==> src/hw/rtl/pip_pkg.sv <==
// ----------------------------------------------------------------------------
// pip_pkg
// Types, widths and the edge operand function of the point-in-polygon
// crossing test.
// ----------------------------------------------------------------------------
package pip_pkg;

    localparam int COORD_BITS = 16;
    localparam int BIAS_BITS  = 16;
    localparam int APB_DATA_BITS = 32;
    localparam int APB_ADDR_BITS = 3;

    localparam int WIDE_BITS = (COORD_BITS > BIAS_BITS) ? COORD_BITS : BIAS_BITS;
    localparam int LHS_BITS  = WIDE_BITS + 2;
    localparam int DIFF_BITS = COORD_BITS + 1;
    localparam int PROD_BITS = LHS_BITS + DIFF_BITS;

    // Register indexes, taken from paddr[2].
    localparam logic REG_BIAS_X = 1'b0;
    localparam logic REG_BIAS_Y = 1'b1;

    localparam logic signed [BIAS_BITS-1:0] BIAS_RESET = BIAS_BITS'(16);

    typedef logic signed [COORD_BITS-1:0] t_coord;
    typedef logic signed [BIAS_BITS-1:0]  t_bias;
    typedef logic signed [LHS_BITS-1:0]   t_lhs;
    typedef logic signed [DIFF_BITS-1:0]  t_diff;
    typedef logic signed [PROD_BITS-1:0]  t_prod;

    typedef struct packed {
        t_bias bias_x;
        t_bias bias_y;
    } t_cfg;

    typedef struct packed {
        logic  straddle;
        logic  d_pos;
        t_lhs  lhs;
        t_diff d;
        t_diff dx;
        t_diff dyp;
    } t_edge_ops;

    typedef struct packed {
        logic  straddle;
        logic  d_pos;
        t_prod lp;
        t_prod rp;
    } t_edge_prod;

    typedef struct packed {
        t_edge_ops e1;
        t_edge_ops e2;
        logic      first;
        logic      last;
    } t_ops_item;

    typedef struct packed {
        t_edge_prod e1;
        t_edge_prod e2;
        logic       first;
        logic       last;
    } t_prod_item;

    // Operands of one edge, base vertex (xi,yi), other vertex (xj,yj).
    function automatic t_edge_ops edge_ops(input t_coord xi, input t_coord yi,
                                           input t_coord xj, input t_coord yj,
                                           input t_coord px, input t_coord py,
                                           input t_bias bx, input t_bias by);
        t_edge_ops ops;
        t_lhs      yi_e;
        t_lhs      yj_e;
        t_lhs      py_e;
        t_lhs      by_e;
        logic      si;
        logic      sj;
        yi_e = t_lhs'(yi);
        yj_e = t_lhs'(yj);
        py_e = t_lhs'(py);
        by_e = t_lhs'(by);
        si = (yi_e + by_e) > py_e;
        sj = (yj_e + by_e) > py_e;
        ops.straddle = si ^ sj;
        ops.d        = t_diff'(yj) - t_diff'(yi);
        // A straddling edge never has a zero dy, so the sign bit decides.
        ops.d_pos    = ~ops.d[DIFF_BITS-1];
        ops.lhs      = t_lhs'(px) - t_lhs'(bx) - t_lhs'(xi);
        ops.dx       = t_diff'(xj) - t_diff'(xi);
        ops.dyp      = t_diff'(py) - t_diff'(yi);
        return ops;
    endfunction

endpackage

==> src/hw/rtl/pip_edge_prep.sv <==
// ----------------------------------------------------------------------------
// pip_edge_prep
// Polygon state and the operand register of both edges of each item.
// ----------------------------------------------------------------------------
module pip_edge_prep (
    input  logic                  i_clk,
    input  logic                  i_rst_n,
    input  pip_pkg::t_cfg         i_cfg,
    input  logic                  i_valid,
    output logic                  o_ready,
    input  pip_pkg::t_coord       i_point_x,
    input  pip_pkg::t_coord       i_point_y,
    input  pip_pkg::t_coord       i_vertex_x,
    input  pip_pkg::t_coord       i_vertex_y,
    input  logic                  i_first_vertex,
    input  logic                  i_last_vertex,
    input  logic                  i_next_free,
    output logic                  o_valid,
    output pip_pkg::t_ops_item    o_item
);

    pip_pkg::t_coord    r_held_x, r_held_y;
    pip_pkg::t_coord    r_start_x, r_start_y;
    pip_pkg::t_coord    r_prior_x, r_prior_y;
    logic               r_valid;
    pip_pkg::t_ops_item r_item;

    pip_pkg::t_coord    n_held_x, n_held_y;
    pip_pkg::t_coord    n_start_x, n_start_y;
    pip_pkg::t_ops_item n_item;
    logic               accept;

    assign o_ready = ~r_valid | i_next_free;
    assign accept  = i_valid & o_ready;

    always_comb begin
        n_held_x  = i_first_vertex ? i_point_x  : r_held_x;
        n_held_y  = i_first_vertex ? i_point_y  : r_held_y;
        n_start_x = i_first_vertex ? i_vertex_x : r_start_x;
        n_start_y = i_first_vertex ? i_vertex_y : r_start_y;
        // Edge from the current vertex back to the previous one.
        n_item.e1 = pip_pkg::edge_ops(i_vertex_x, i_vertex_y, r_prior_x, r_prior_y,
                                      r_held_x, r_held_y, i_cfg.bias_x, i_cfg.bias_y);
        if (i_first_vertex) begin
            n_item.e1.straddle = 1'b0;
        end
        // Closing edge from the first vertex to the current one; only the last
        // item counts it.
        n_item.e2 = pip_pkg::edge_ops(n_start_x, n_start_y, i_vertex_x, i_vertex_y,
                                      n_held_x, n_held_y, i_cfg.bias_x, i_cfg.bias_y);
        if (!i_last_vertex) begin
            n_item.e2.straddle = 1'b0;
        end
        n_item.first = i_first_vertex;
        n_item.last  = i_last_vertex;
    end

    always_ff @(posedge i_clk) begin
        if (!i_rst_n) begin
            r_held_x  <= '0;
            r_held_y  <= '0;
            r_start_x <= '0;
            r_start_y <= '0;
            r_prior_x <= '0;
            r_prior_y <= '0;
            r_valid   <= 1'b0;
        end else begin
            if (accept) begin
                r_held_x  <= n_held_x;
                r_held_y  <= n_held_y;
                r_start_x <= n_start_x;
                r_start_y <= n_start_y;
                r_prior_x <= i_vertex_x;
                r_prior_y <= i_vertex_y;
            end
            if (o_ready) begin
                r_valid <= i_valid;
            end
        end
    end

    always_ff @(posedge i_clk) begin
        if (accept) begin
            r_item <= n_item;
        end
    end

    assign o_valid = r_valid;
    assign o_item  = r_item;

endmodule

==> config.mk <==
export PLATFORM = sky130hd
export DESIGN_NAME = pip_edge_prep
export DESIGN_NICKNAME = d
export VERILOG_FILES = /design/src/hw/rtl/pip_pkg.sv /design/src/hw/rtl/pip_edge_prep.sv
export SDC_FILE = /design/constraint.sdc
export NUM_CORES = 1
export LEC_CHECK = 0
export BUFFER_PORTS_ARGS = -buffer_cell sky130_fd_sc_hd__buf_2
export CAP_MARGIN = 15
export CORE_MARGIN = 3
export CORE_UTILIZATION = 50
export DETAILED_ROUTE_END_ITERATION = 8
export HOLD_SLACK_MARGIN = 0.15
export PLACE_DENSITY = 0.74
export REMOVE_ABC_BUFFERS = 1
export SYNTH_ARGS = -nofsm -noshare
export SYNTH_HDL_FRONTEND = slang
export SYNTH_SLANG_ARGS = --single-unit
==> constraint.sdc <==
create_clock -name i_clk -period 18.3 [get_ports i_clk]
set_input_delay 3.66 -clock i_clk [delete_from_list [all_inputs] [get_ports i_clk]]
set_output_delay 3.66 -clock i_clk [all_outputs]
set_load 0.005 [all_outputs]
Yosys cells after proc, flatten, opt, wreduce, memory -nomap -nowiden:

Cells that the tools add are included.

* register bits after elaboration: 241
* logic and storage cells: 49
* input port bits: 102
* output and inout port bits: 146

* bitwise logic cells: 7
* add/sub/neg operators: 13
* muxes and demuxes: 4
* order comparisons: 4

Operators by type and width (number)
* subtractor 16 x 16 -> 17 bit: 8
* greater-than comparator 17 x 16 -> 1 bit: 4
* 2-to-1 mux 16 bit: 4
* adder 16 x 16 -> 17 bit: 3
* subtractor 17 x 16 -> 18 bit: 2
* NOT 1 bit: 3
* bitwise XOR 1 bit: 2
* AND 1 bit: 1
* bitwise OR 1 bit: 1

Logic depth before layout (Yosys ltp):

* depth after elaboration: 4
* mapped depth: 21
* depth with buffers taken out: 19

Least setup slack after synthesis:

Ideal clock, no wire load.

* path kind: input to register
* from: input port i_next_free
* to: register r_item (netlist bit o_item[0]), enable pin
* data required time: 17.735 ns
* buffers on the path: 2
* stages on the path: 5
* setup slack: 9.324 ns
* data arrival time: 8.411 ns
* library setup time: 0.565 ns
* path through: nand2b_1 -> nand2_1 -> inv_2 -> clkbuf_1 -> clkbuf_1

* longest elaborated chain between the ends: 2

RTL lines
* start, declared: RTL line pip_edge_prep.sv:17 `input logic i_next_free,`
* bitwise OR 1 bit: RTL line pip_edge_prep.sv:33 `assign o_ready = ~r_valid | i_next_free;`
* AND 1 bit: RTL line pip_edge_prep.sv:34 `assign accept = i_valid & o_ready;`
* named net accept: RTL line pip_edge_prep.sv:31 `logic accept;`
* end signal, assigned: RTL line pip_edge_prep.sv:84 `r_item <= n_item;`
* end, declared: RTL line pip_edge_prep.sv:26 `pip_pkg::t_ops_item r_item;`

The timed path passes the listed nets, and every way through them passes these cells.
A chain may end at the register's enable or synchronous reset.

Worst setup path after layout:

* from: input port i_first_vertex
* to: register r_item (netlist bit o_item[72]) (data pin)

* longest elaborated chain between the ends: 4
* elaborated cells on any way between the ends: 6
* those cells by class: add/sub: 1; order compare: 2; mux: 2; bitwise: 1

RTL lines
* start, declared: RTL line pip_edge_prep.sv:15 `input logic i_first_vertex,`
* 2-to-1 mux 16 bit: RTL line pip_edge_prep.sv:40 `n_start_y = i_first_vertex ? i_vertex_y : r_start_y;`
* named net n_start_y[1]: RTL line pip_edge_prep.sv:29 `pip_pkg::t_coord n_start_x, n_start_y;`
* adder 16 x 16 -> 17 bit: RTL line pip_pkg.sv:81 `si = (yi_e + by_e) > py_e;`
* greater-than comparator 17 x 16 -> 1 bit: RTL line pip_pkg.sv:81
* bitwise XOR 1 bit: RTL line pip_pkg.sv:83 `ops.straddle = si ^ sj;`

The timed path passes the listed nets, and every way through them passes these cells.

==> impl_metrics.prom <==
# TYPE chip_impl_metric gauge
chip_impl_info{name="post-synth-top-area-cell",value="sky130_fd_sc_hd__edfxtp_1"} 1
chip_impl_metric{name="largest_fanout_of_any_net_on_the_critical_path",unit=""} 34
chip_impl_metric{name="ys_warn_count",unit=""} 0
chip_impl_metric{name="leakagePower",unit="nW"} 10.2
chip_impl_metric{name="synth.avg_cell_area",unit="um^2"} 9.41
chip_impl_metric{name="num_rows",unit=""} 70
chip_impl_metric{name="synth-edff-count",unit=""} 144
chip_impl_metric{name="vdd.ir_drop.worst",unit="uV"} 76.4
chip_impl_metric{name="die_y",unit="um"} 201
chip_impl_metric{name="clkLatencyLatePin",unit="ps"} 590
chip_impl_metric{name="maxcap_viol_count",unit=""} 0
chip_impl_info{name="path_class_of_the_lowest_slack_min_delay_path",value="flip-flop to flip-flop"} 1
chip_impl_metric{name="clock_share_of_power",unit=""} 0.285
chip_impl_metric{name="route.vias.total",unit=""} 16200
chip_impl_metric{name="yosysTopAreaCellShare",unit=""} 0.227
chip_impl_metric{name="worst_ep_arrival_time",unit="ps"} 8900
chip_impl_metric{name="post-route-drc-count",unit=""} 0
chip_impl_metric{name="psw",unit="mW"} 0.687
chip_impl_metric{name="synthesized_instance_count",unit=""} 2020
chip_impl_metric{name="numClockSinks",unit=""} 241
chip_impl_info{name="worst-setup-path-type",value="input pin to flip-flop"} 1
chip_impl_metric{name="area.sequential",unit="um^2"} 6270
chip_impl_metric{name="grt_usage",unit=""} 0.250
chip_impl_metric{name="fmax",unit="MHz"} 117
chip_impl_metric{name="postSynthRegisterBits",unit=""} 241
chip_impl_metric{name="report.final.setup_viol",unit=""} 0
chip_impl_metric{name="final_period_minus_worst_setup_slack",unit="ps"} 8570
chip_impl_metric{name="worst-slew-pin-transition",unit="ps"} 1140
chip_impl_metric{name="floorplan.core_area",unit="um^2"} 37000
chip_impl_metric{name="p_int",unit="mW"} 1.32
chip_impl_metric{name="drtAntennaViolNets",unit=""} 0
chip_impl_metric{name="detail_route.wl_per_cell",unit="um"} 18.7
chip_impl_metric{name="grt_max_degree",unit=""} 134
chip_impl_metric{name="postCtsSetupRepairBufs",unit=""} 0
chip_impl_metric{name="first_pass_iters",unit=""} 7
chip_impl_info{name="cts_root_buffer",value="sky130_fd_sc_hd__clkbuf_16"} 1
chip_impl_metric{name="gp_routability_congestion",unit=""} 0.946
chip_impl_metric{name="die_area",unit="um^2"} 40400
chip_impl_metric{name="antenna_found_initial",unit=""} 0
chip_impl_metric{name="hold_viol_final",unit=""} 0
chip_impl_info{name="rsz_0062_raised_after_global_routing",value="no"} 1
chip_impl_metric{name="layout_setup_ws",unit="ps"} 9730
chip_impl_metric{name="io_pins",unit=""} 248
chip_impl_metric{name="post_drt_via_cell_ratio",unit=""} 5.82
chip_impl_metric{name="finalWirelength",unit="um"} 51900
chip_impl_info{name="start_kind",value="input pin"} 1
chip_impl_metric{name="die_x",unit="um"} 201
chip_impl_metric{name="grt_overflow",unit=""} 0
chip_impl_metric{name="nFillCells",unit=""} 3240
chip_impl_metric{name="share_of_the_clock_period_used_by_the_worst_path",unit=""} 0.468
chip_impl_metric{name="initial_utilization",unit=""} 0.513
chip_impl_metric{name="grt_pass1_wl",unit="um"} 82800
chip_impl_metric{name="power_per_cell_area",unit="nW/um^2"} 92.5
chip_impl_info{name="layout.cells.most_common_list",value="sky130_fd_sc_hd__ha_1 (246), sky130_fd_sc_hd__buf_2 (246), sky130_fd_sc_hd__nand2_1 (200)"} 1
chip_impl_metric{name="multiInputGateArea",unit="um^2"} 11900
chip_impl_metric{name="synthToLayoutAreaGrowth",unit="%"} 14.1
chip_impl_metric{name="vias_in_the_first_global_route",unit=""} 16200
chip_impl_info{name="top_area_cells_in_the_synthesized_netlist",value="sky130_fd_sc_hd__edfxtp_1 (23%), sky130_fd_sc_hd__ha_1 (16%), sky130_fd_sc_hd__dfxtp_1 (10%)"} 1
chip_impl_metric{name="worst_setup_hold_path_clk_slew",unit="ps"} 60
chip_impl_metric{name="layout-drive-gt1-share",unit=""} 0.143
chip_impl_metric{name="cts_hold_repair.buffers",unit=""} 0
chip_impl_metric{name="nNetsFinal",unit=""} 2644
chip_impl_metric{name="power_frac_seq",unit=""} 0.351
chip_impl_metric{name="mappedNetlistArea",unit="um^2"} 19000
chip_impl_metric{name="htree_num_levels",unit=""} 1
chip_impl_metric{name="antenna-diode-count",unit=""} 0
chip_impl_metric{name="power_switching_share",unit=""} 0.342
chip_impl_metric{name="max-clock-path-buffers",unit=""} 3
chip_impl_metric{name="final_report_max_slew_violation_count",unit=""} 0
chip_impl_metric{name="synth_seq_area_share",unit=""} 0.329
chip_impl_metric{name="synth_cell_types",unit=""} 64
chip_impl_metric{name="dp.final_hpwl",unit="um"} 40200
chip_impl_info{name="synth_top_flop_cell",value="sky130_fd_sc_hd__edfxtp_1"} 1
chip_impl_metric{name="tns",unit="ps"} 0
chip_impl_metric{name="placement.setup.worst_slack",unit="ps"} 9220
chip_impl_info{name="run_status",value="finished clean"} 1
chip_impl_metric{name="cts-buffers-inserted",unit=""} 29
chip_impl_info{name="cp-end-kind",value="flip-flop"} 1
chip_impl_info{name="cts_tree",value="built"} 1
chip_impl_metric{name="fin_skew",unit="ps"} 23.9
chip_impl_metric{name="post_cts_resized",unit=""} 0
chip_impl_metric{name="io_buffers",unit=""} 247
chip_impl_metric{name="postSynth.asyncResetShare",unit=""} 0
chip_impl_metric{name="critPathRequiredTime",unit="ps"} 18630
chip_impl_metric{name="relSlewSlack",unit=""} 0.238
chip_impl_metric{name="drt_iter0_drc",unit=""} 1221
chip_impl_metric{name="power.combinational.fraction",unit=""} 0.364
final timing paths:
| path | from | endpoint | slack (ps) | depth (start not counted) |
|---|---|---|---|---|
| setup / recovery | i_first_vertex | o_item[72] | 9730 | 20 |
| hold reg to reg | r_prior_x[6] | r_prior_x[6] | 470 | 2 |
| setup reg to reg | r_start_y[1] | o_item[72] | 13810 | 18 |
| hold / removal | r_prior_x[6] | r_prior_x[6] | 470 | 2 |
worst max-delay path, stage by stage:
cell and delay, ps:
sky130_fd_sc_hd__buf_4 490, sky130_fd_sc_hd__buf_4 640, sky130_fd_sc_hd__mux2i_1 530, sky130_fd_sc_hd__inv_1 210, sky130_fd_sc_hd__ha_1 320, sky130_fd_sc_hd__a21oi_1 220
sky130_fd_sc_hd__o22ai_1 190, sky130_fd_sc_hd__o41ai_1 590, sky130_fd_sc_hd__o21a_1 320, sky130_fd_sc_hd__o21ai_0 100, sky130_fd_sc_hd__a21oi_1 200, sky130_fd_sc_hd__xnor2_1 140
sky130_fd_sc_hd__ha_1 270, sky130_fd_sc_hd__inv_1 70, sky130_fd_sc_hd__o211ai_1 90, sky130_fd_sc_hd__a41oi_1 240, sky130_fd_sc_hd__o2111ai_1 140, sky130_fd_sc_hd__and3_1 190
sky130_fd_sc_hd__xnor2_1 110, sky130_fd_sc_hd__and2_1 150
through the flow:
stage | hold slack (ps) | power, mW | area (um^2) | cells | utilization
floorplan | 441 | 1.21 | 18800 | 1972 | -
global placement | 454 | 1.42 | 20800 | 2728 | 0.560
detailed placement | 462 | 1.44 | 20800 | 2728 | 0.560
CTS | 470 | 2.02 | 21700 | 2782 | 0.586
global route | 491 | 2.13 | 21700 | 2782 | 0.586
finish | 470 | 2.01 | 21700 | 2782 | 0.586
synthesized netlist by cell type, types with 4 or more instances:
library cell and instances:
sky130_fd_sc_hd__ha_1 246, sky130_fd_sc_hd__nand2_1 201, sky130_fd_sc_hd__inv_1 175, sky130_fd_sc_hd__edfxtp_1 144, sky130_fd_sc_hd__a21oi_1 122, sky130_fd_sc_hd__nor2_1 109, sky130_fd_sc_hd__dfxtp_1 97, sky130_fd_sc_hd__o21ai_0 84
sky130_fd_sc_hd__xnor2_1 83, sky130_fd_sc_hd__mux2i_1 53, sky130_fd_sc_hd__a21boi_0 50, sky130_fd_sc_hd__o211a_1 48, sky130_fd_sc_hd__nor3_1 46, sky130_fd_sc_hd__a21o_1 44, sky130_fd_sc_hd__fa_1 41, sky130_fd_sc_hd__clkbuf_1 36
sky130_fd_sc_hd__nand3_1 36, sky130_fd_sc_hd__o21a_1 35, sky130_fd_sc_hd__xor2_1 35, sky130_fd_sc_hd__nor2b_1 34, sky130_fd_sc_hd__and3_1 28, sky130_fd_sc_hd__nand2b_1 24, sky130_fd_sc_hd__a211oi_1 23, sky130_fd_sc_hd__nor4_1 23
sky130_fd_sc_hd__nand4_1 19, sky130_fd_sc_hd__a31oi_1 18, sky130_fd_sc_hd__mux2_2 17, sky130_fd_sc_hd__buf_1 12, sky130_fd_sc_hd__o211ai_1 12, sky130_fd_sc_hd__o31a_1 11, sky130_fd_sc_hd__a2111oi_0 10, sky130_fd_sc_hd__o21bai_1 9
sky130_fd_sc_hd__o2111ai_1 7, sky130_fd_sc_hd__o311ai_0 7, sky130_fd_sc_hd__o31ai_1 7, sky130_fd_sc_hd__o22ai_1 6, sky130_fd_sc_hd__or3_1 6, sky130_fd_sc_hd__a221o_1 5, sky130_fd_sc_hd__a41oi_1 5, sky130_fd_sc_hd__nand3b_1 5
sky130_fd_sc_hd__or2_2 4
layer usage:
layer	global-route usage	wire length, um	up-vias
met2	0.447	25200	499
met4	0.0939	2120	0
met3	0.0311	2860	106
met1	0.308	21800	7715
li1	-	-	7863
met5	0	0	-
flip-flops by register name, summed over array words and instances, names as in the netlist:
register,count
r_prior_y,16
o_item,144
r_start_y,16
o_valid,1
r_held_x,16
r_held_y,16
r_prior_x,16
r_start_x,16
layout make-up:
type | instances | area share
flip-flops and latches | 241 | 0.289
multi-input cells | 1553 | 0.549
inverters | 178 | 0.0311
repair buffers | 252 | 0.0588
clock buffers | 39 | 0.0366
clock inverters | 15 | 0.00681
well taps | 504 | 0.0291
cell families (layout without fill, tap and decap cells):
kind of cell             count (synthesis)  count (layout)  synth area share
AO/OA/AOI/OAI                          534             534             0.195
XOR/XNOR                               118             118            0.0543
adder cells (fa/ha/maj)                287             287             0.205
buffers and inverters                  226             484            0.0446
flip-flops                             241             241             0.329
multiplexers                            70              70            0.0380
AND/OR/NAND/NOR                        544             544             0.134
power groups by stage:
stage          clock [mW]  combinational (mW)  sequential (mW)
2_1_floorplan           0               0.488            0.718
3_3_place_gp            0               0.701            0.714
3_5_place_dp            0               0.724            0.715
4_1_cts             0.586               0.729            0.704
5_1_grt             0.602               0.816            0.711
6_report            0.572               0.730            0.704
Power figures use the tool's default switching activity.
